===== src/hw/rtl/c2d_pkg.sv =====
`timescale 1ns / 1ps
`default_nettype none
// ---------------------------------------------------------------------------
// c2d_pkg: shared types and constants
// Item structs, op codes and sequencer states for the convolution block.
// ---------------------------------------------------------------------------
package c2d_pkg;

    localparam int unsigned ACC_W = 48;

    typedef enum logic [1:0] {
        OP_WR_MAP  = 2'd0,
        OP_WR_WGT  = 2'd1,
        OP_WR_BIAS = 2'd2,
        OP_COMPUTE = 2'd3
    } t_op;

    typedef enum logic [2:0] {
        CFG_HEIGHT  = 3'd0,
        CFG_WIDTH   = 3'd1,
        CFG_CHANS   = 3'd2,
        CFG_FILTERS = 3'd3,
        CFG_KERNEL  = 3'd4,
        CFG_STEP    = 3'd5,
        CFG_PAD     = 3'd6
    } t_cfg_idx;

    typedef struct packed {
        logic [1:0]         op;
        logic signed [31:0] value;
        logic [4:0]         row;
        logic [4:0]         col;
        logic [3:0]         chan;
        logic [3:0]         filter;
        logic [2:0]         krow;
        logic [2:0]         kcol;
    } t_in_item;

    typedef struct packed {
        logic signed [31:0] result_value;
        logic               saturated;
        logic               bad_coordinate;
    } t_out_item;

    typedef enum logic [2:0] {
        ST_IDLE,
        ST_SETUP,
        ST_WALK,
        ST_DRAIN,
        ST_BIAS,
        ST_OUT
    } t_state;

    // Control from sequencer to MAC unit
    typedef struct packed {
        logic clear;
        logic mac_en;
        logic bias_en;
    } t_mac_ctl;

endpackage
`default_nettype wire


===== src/hw/rtl/c2d_mac.sv =====
`timescale 1ns / 1ps
`default_nettype none
// ---------------------------------------------------------------------------
// c2d_mac: shared multiply-accumulate unit
// Registered 16x16 product, then 48-bit accumulate, bias add and saturation.
// ---------------------------------------------------------------------------
module c2d_mac
    import c2d_pkg::*;
(
    input  wire logic               i_clk,
    input  wire t_mac_ctl           i_ctl,
    input  wire logic signed [15:0] i_a,
    input  wire logic signed [15:0] i_b,
    input  wire logic signed [31:0] i_bias,
    output logic signed [31:0]      o_sat_value,
    output logic                    o_sat_flag
);
    logic signed [31:0]      r_prod;
    logic                    r_prod_vld;
    logic signed [ACC_W-1:0] r_acc;

    // product stage
    always_ff @(posedge i_clk) begin
        r_prod     <= i_a * i_b;
        r_prod_vld <= i_ctl.mac_en;
    end

    // accumulate stage
    always_ff @(posedge i_clk) begin
        if (i_ctl.clear) begin
            r_acc <= '0;
        end else if (i_ctl.bias_en) begin
            r_acc <= r_acc + ACC_W'(i_bias);
        end else if (r_prod_vld) begin
            r_acc <= r_acc + ACC_W'(r_prod);
        end
    end

    // clip to 32 bits
    always_comb begin
        if (r_acc > ACC_W'(64'sh7FFF_FFFF)) begin
            o_sat_value = 32'sh7FFF_FFFF;
            o_sat_flag  = 1'b1;
        end else if (r_acc < -ACC_W'(64'sh8000_0000)) begin
            o_sat_value = 32'sh8000_0000;
            o_sat_flag  = 1'b1;
        end else begin
            o_sat_value = r_acc[31:0];
            o_sat_flag  = 1'b0;
        end
    end
endmodule
`default_nettype wire


===== config.mk =====
export PLATFORM = sky130hd
export DESIGN_NAME = c2d_mac
export DESIGN_NICKNAME = d
export VERILOG_FILES = /design/src/hw/rtl/c2d_pkg.sv /design/src/hw/rtl/c2d_mac.sv
export SDC_FILE = /design/constraint.sdc
export NUM_CORES = 1
export LEC_CHECK = 0
export ABC_CLOCK_PERIOD_IN_PS = 10400
export BUFFER_PORTS_ARGS = -buffer_cell sky130_fd_sc_hd__buf_4
export CAP_MARGIN = 10
export CORE_MARGIN = 2
export CORE_UTILIZATION = 30
export CTS_CLUSTER_DIAMETER = 60
export CTS_CLUSTER_SIZE = 25
export DETAILED_ROUTE_END_ITERATION = 12
export HOLD_SLACK_MARGIN = 0.1
export PLACE_DENSITY = 0.45
export SYNTH_ARGS = -nofsm -noshare
export SYNTH_HDL_FRONTEND = slang
export SYNTH_SLANG_ARGS = --single-unit

===== constraint.sdc =====
create_clock -name i_clk -period 10.4 [get_ports i_clk]
set_input_delay 0.52 -clock i_clk [delete_from_list [all_inputs] [get_ports i_clk]]
set_output_delay 0.52 -clock i_clk [all_outputs]
set_load 0.05 [all_outputs]

==> out/summary.json <==
{
  "ys_warn_count": 0,
  "critical_path_data_arrival_time_ns": 6.43,
  "biggest_fanout_along_the_worst_timing_path": 14,
  "number_of_enable_flip_flop_cells_after_synthesis": 0,
  "worstHoldPathType": "primary input to register",
  "clkLatencyLatePin_ns": 0.35,
  "initial_core_util_pct": 30.4,
  "placeableCoreArea_um2": 51500,
  "max_slew.worst_pin.slew_ns": 0.995,
  "cap_violations": 0,
  "htree_levels": 3,
  "syn-instance-count": 1819,
  "fp.dieH_um": 233,
  "seqCellArea_um2": 1620,
  "fmax_ghz": 0.161,
  "post_cts_hold_buffer_count": 0,
  "die_w_um": 233,
  "netlist_area_um2": 15700,
  "grt_setup_unrepaired": "false",
  "max-clock-path-buffers": 2,
  "setup_viol": 0,
  "dpl.hpwl_mm": 35.9,
  "post_route_cells_drive_above_1_share_pct": 9.24,
  "final_hold_viol_count": 0,
  "finalCritPeriodShare_pct": 59.6,
  "layout_min_cycle_time_ns": 6.19,
  "synth.yosys.seq_area_share_pct": 10.3,
  "clock_tree_from_tritoncts": "yes",
  "grt_antenna_before_repair": 1,
  "cts_buffers": 9,
  "global_route.usage.total_pct": 17.0,
  "cts_setup_buffers": 0,
  "die-area_um2": 54100,
  "rows": 83,
  "setup_tns_ns": 0,
  "placement.io_buffers": 100,
  "n_antenna_cell": 0,
  "route.detailed.vias_per_inst": 4.72,
  "clk_root_buffer_cell": "sky130_fd_sc_hd__clkbuf_16",
  "mean_post_synth_cell_area_um2": 8.61,
  "pin_count": 101,
  "first_iter_violations": 563,
  "global_route.overflow_total": 0,
  "timing_max_transition_violations_final": 0,
  "worst_max_slew_margin_expressed_relative_to_the_limit_pct": 33.0,
  "drt-pass1-iter-count": 7,
  "vias_after_detailed_routing": 12000,
  "synth.ff_latch_count": 81,
  "path_clk_slew_ns": 0.06,
  "grt_start_max_net_pins": 45,
  "gpl.final_weighted_congestion": 0.852,
  "multi_input_comb_area_um2": 12500,
  "wl_per_cell_um": 17.3,
  "detail_route.wirelength_mm": 44.0,
  "final.fill_count": 5496,
  "skew_ns": 0.00944,
  "fin_nets": 2318,
  "clock-sinks": 81,
  "run_status": "completed",
  "grt_pass1_vias": 12900,
  "yosys.cell_types.count": 62,
  "final_antenna_net_count": 0,
  "required_ns": 10.63,
  "path_class": "primary input to register",
  "synthToLayoutAreaGrowth_pct": 10.3,
  "drc_errors": 0,
  "post_cts.resized_instances": 0,
  "first_pass_grt_wire_length_mm": 72.0,
  "async_reset_ff_share_pct": 0,
  "syn_nets": 2279,
  "synth_ff_type": "sky130_fd_sc_hd__dfxtp_1",
  "timing.critical_path.from_type": "primary input",
  "worstSetupEndpointType": "register"
}
final timing paths:
kind	from	to	slack, ns	cells past startpoint
worst max register to register	r_prod[1]	r_acc[43]	7.03	12
worst min-delay path	i_ctl[1]	r_prod_vld	0.27	1
worst min register to register	r_acc[0]	r_acc[0]	0.48	2
worst max-delay path	i_b[15]	r_prod[31]	4.21	21
kinds of logic (layout without fill, tap and decap cells):
| kind of cell | Yosys count | in the layout | synth area share [%] |
|---|---|---|---|
| AND/OR/NAND/NOR | 504 | 504 | 15.7 |
| XOR/XNOR | 75 | 75 | 4.19 |
| buffers and inverters | 411 | 453 | 9.95 |
| flip-flops | 81 | 81 | 10.3 |
| adder cells (fa/ha/maj) | 392 | 392 | 43.9 |
| AO/OA/AOI/OAI | 322 | 322 | 13.4 |
| multiplexers | 34 | 34 | 2.42 |
through the flow:
step,hold WS [ns],area (um^2),utilization [%],setup WS (ns),cells
after CTS,0.255,17300,33.5,4.16,2541
after global routing,0.264,17300,33.5,3.78,2541
after global placement,0.463,17000,33.0,3.89,2527
after detailed placement,0.470,17000,33.0,3.79,2527
final,0.271,17300,33.5,4.21,2541
after floorplan,0.450,15700,-,4.29,1819
placed cells by master, fill, tap and decap left out, types with 4 or more instances in the layout:
| cell | Yosys | layout |
|---|---|---|
| sky130_fd_sc_hd__and2_1 | 124 | 124 |
| sky130_fd_sc_hd__nand3b_1 | 4 | 4 |
| sky130_fd_sc_hd__o21ai_1 | 23 | 23 |
| sky130_fd_sc_hd__and3_1 | 6 | 6 |
| sky130_fd_sc_hd__clkbuf_16 | 0 | 9 |
| sky130_fd_sc_hd__xor2_1 | 20 | 20 |
| sky130_fd_sc_hd__o211ai_1 | 12 | 12 |
| sky130_fd_sc_hd__a211oi_1 | 16 | 16 |
| sky130_fd_sc_hd__o211a_1 | 4 | 4 |
| sky130_fd_sc_hd__fa_1 | 263 | 263 |
| sky130_fd_sc_hd__inv_1 | 335 | 335 |
| sky130_fd_sc_hd__a31oi_1 | 10 | 10 |
| sky130_fd_sc_hd__or2_2 | 4 | 4 |
| sky130_fd_sc_hd__a21oi_2 | 4 | 4 |
| sky130_fd_sc_hd__a21oi_1 | 103 | 103 |
| sky130_fd_sc_hd__nor2b_1 | 10 | 10 |
| sky130_fd_sc_hd__a21o_1 | 67 | 67 |
| sky130_fd_sc_hd__nor3_1 | 17 | 17 |
| sky130_fd_sc_hd__o21bai_1 | 10 | 10 |
| sky130_fd_sc_hd__nand2b_1 | 13 | 13 |
| sky130_fd_sc_hd__nand2_1 | 212 | 212 |
| sky130_fd_sc_hd__o21ai_0 | 26 | 26 |
| sky130_fd_sc_hd__buf_4 | 2 | 104 |
| sky130_fd_sc_hd__o31ai_1 | 8 | 8 |
| sky130_fd_sc_hd__or3_1 | 7 | 7 |
| sky130_fd_sc_hd__nand3_1 | 21 | 21 |
| sky130_fd_sc_hd__nand4_1 | 12 | 12 |
| sky130_fd_sc_hd__ha_1 | 129 | 129 |
| sky130_fd_sc_hd__nor3b_1 | 4 | 4 |
| sky130_fd_sc_hd__nor4_1 | 6 | 6 |
| sky130_fd_sc_hd__o21a_1 | 9 | 9 |
| sky130_fd_sc_hd__nor2_1 | 57 | 56 |
| sky130_fd_sc_hd__mux2_2 | 31 | 31 |
| sky130_fd_sc_hd__dfxtp_1 | 81 | 81 |
| sky130_fd_sc_hd__xnor2_1 | 55 | 55 |
cells in the mapped netlist, drive strengths merged (10+ instances only):
cell	count	area, um^2
nor3	17	85.1
o211ai	14	115
o21bai	10	75.1
nand2	213	802
o21ai	50	254
a21oi	107	551
xor2	20	175
nand2b	13	81.3
inv	335	1260
nor2b	10	62.6
a21o	67	503
nor2	58	220
xnor2	55	482
clkbuf	62	233
a211oi	17	133
nand4	12	75.1
o21a	10	76.3
fa	263	5270
ha	129	1610
dfxtp	81	1620
nand3	21	105
a31oi	10	62.6
mux2	31	349
and2	124	776
buf	14	68.8
worst max-delay path: stages:
cell	delay, ns
sky130_fd_sc_hd__buf_4	0.12
sky130_fd_sc_hd__inv_1	0.45
sky130_fd_sc_hd__nor2_1	0.14
sky130_fd_sc_hd__fa_1	0.53
sky130_fd_sc_hd__fa_1	0.51
sky130_fd_sc_hd__fa_1	0.52
sky130_fd_sc_hd__fa_1	0.52
sky130_fd_sc_hd__fa_1	0.54
sky130_fd_sc_hd__inv_1	0.06
sky130_fd_sc_hd__fa_1	0.56
sky130_fd_sc_hd__inv_1	0.05
sky130_fd_sc_hd__ha_1	0.37
sky130_fd_sc_hd__a21oi_1	0.23
sky130_fd_sc_hd__o21bai_1	0.08
sky130_fd_sc_hd__a21o_1	0.17
sky130_fd_sc_hd__a21o_1	0.17
sky130_fd_sc_hd__a21o_1	0.18
sky130_fd_sc_hd__nand2b_1	0.14
sky130_fd_sc_hd__o21ai_1	0.24
sky130_fd_sc_hd__mux2i_1	0.22
sky130_fd_sc_hd__nand4_1	0.09
layout make-up:
class,instances,share of cell area (%)
Multi-Input combinational cell,1327,72.4
Sequential cell,81,9.39
Inverter,335,7.28
Tap cell,680,4.92
Timing Repair Buffer,104,4.52
Clock buffer,11,1.40
Clock inverter,3,0.109
routing by layer:
metal | wire length (um) | track usage, % | share of wire [%]
met5 | 0 | 0 | 0
met4 | 400 | 2.95 | 0.91
met3 | 1310 | 1.32 | 3.0
met2 | 20700 | 28.7 | 47
met1 | 21600 | 24.0 | 49
flip-flops by register name, summed over array words and instances, names as in the netlist:
name / cells
r_prod: 32
r_acc: 48
r_prod_vld: 1
Power is left out: the tool's default activity adds up to more than one toggle a clock period on the data nets, which glitch-free logic cannot reach.
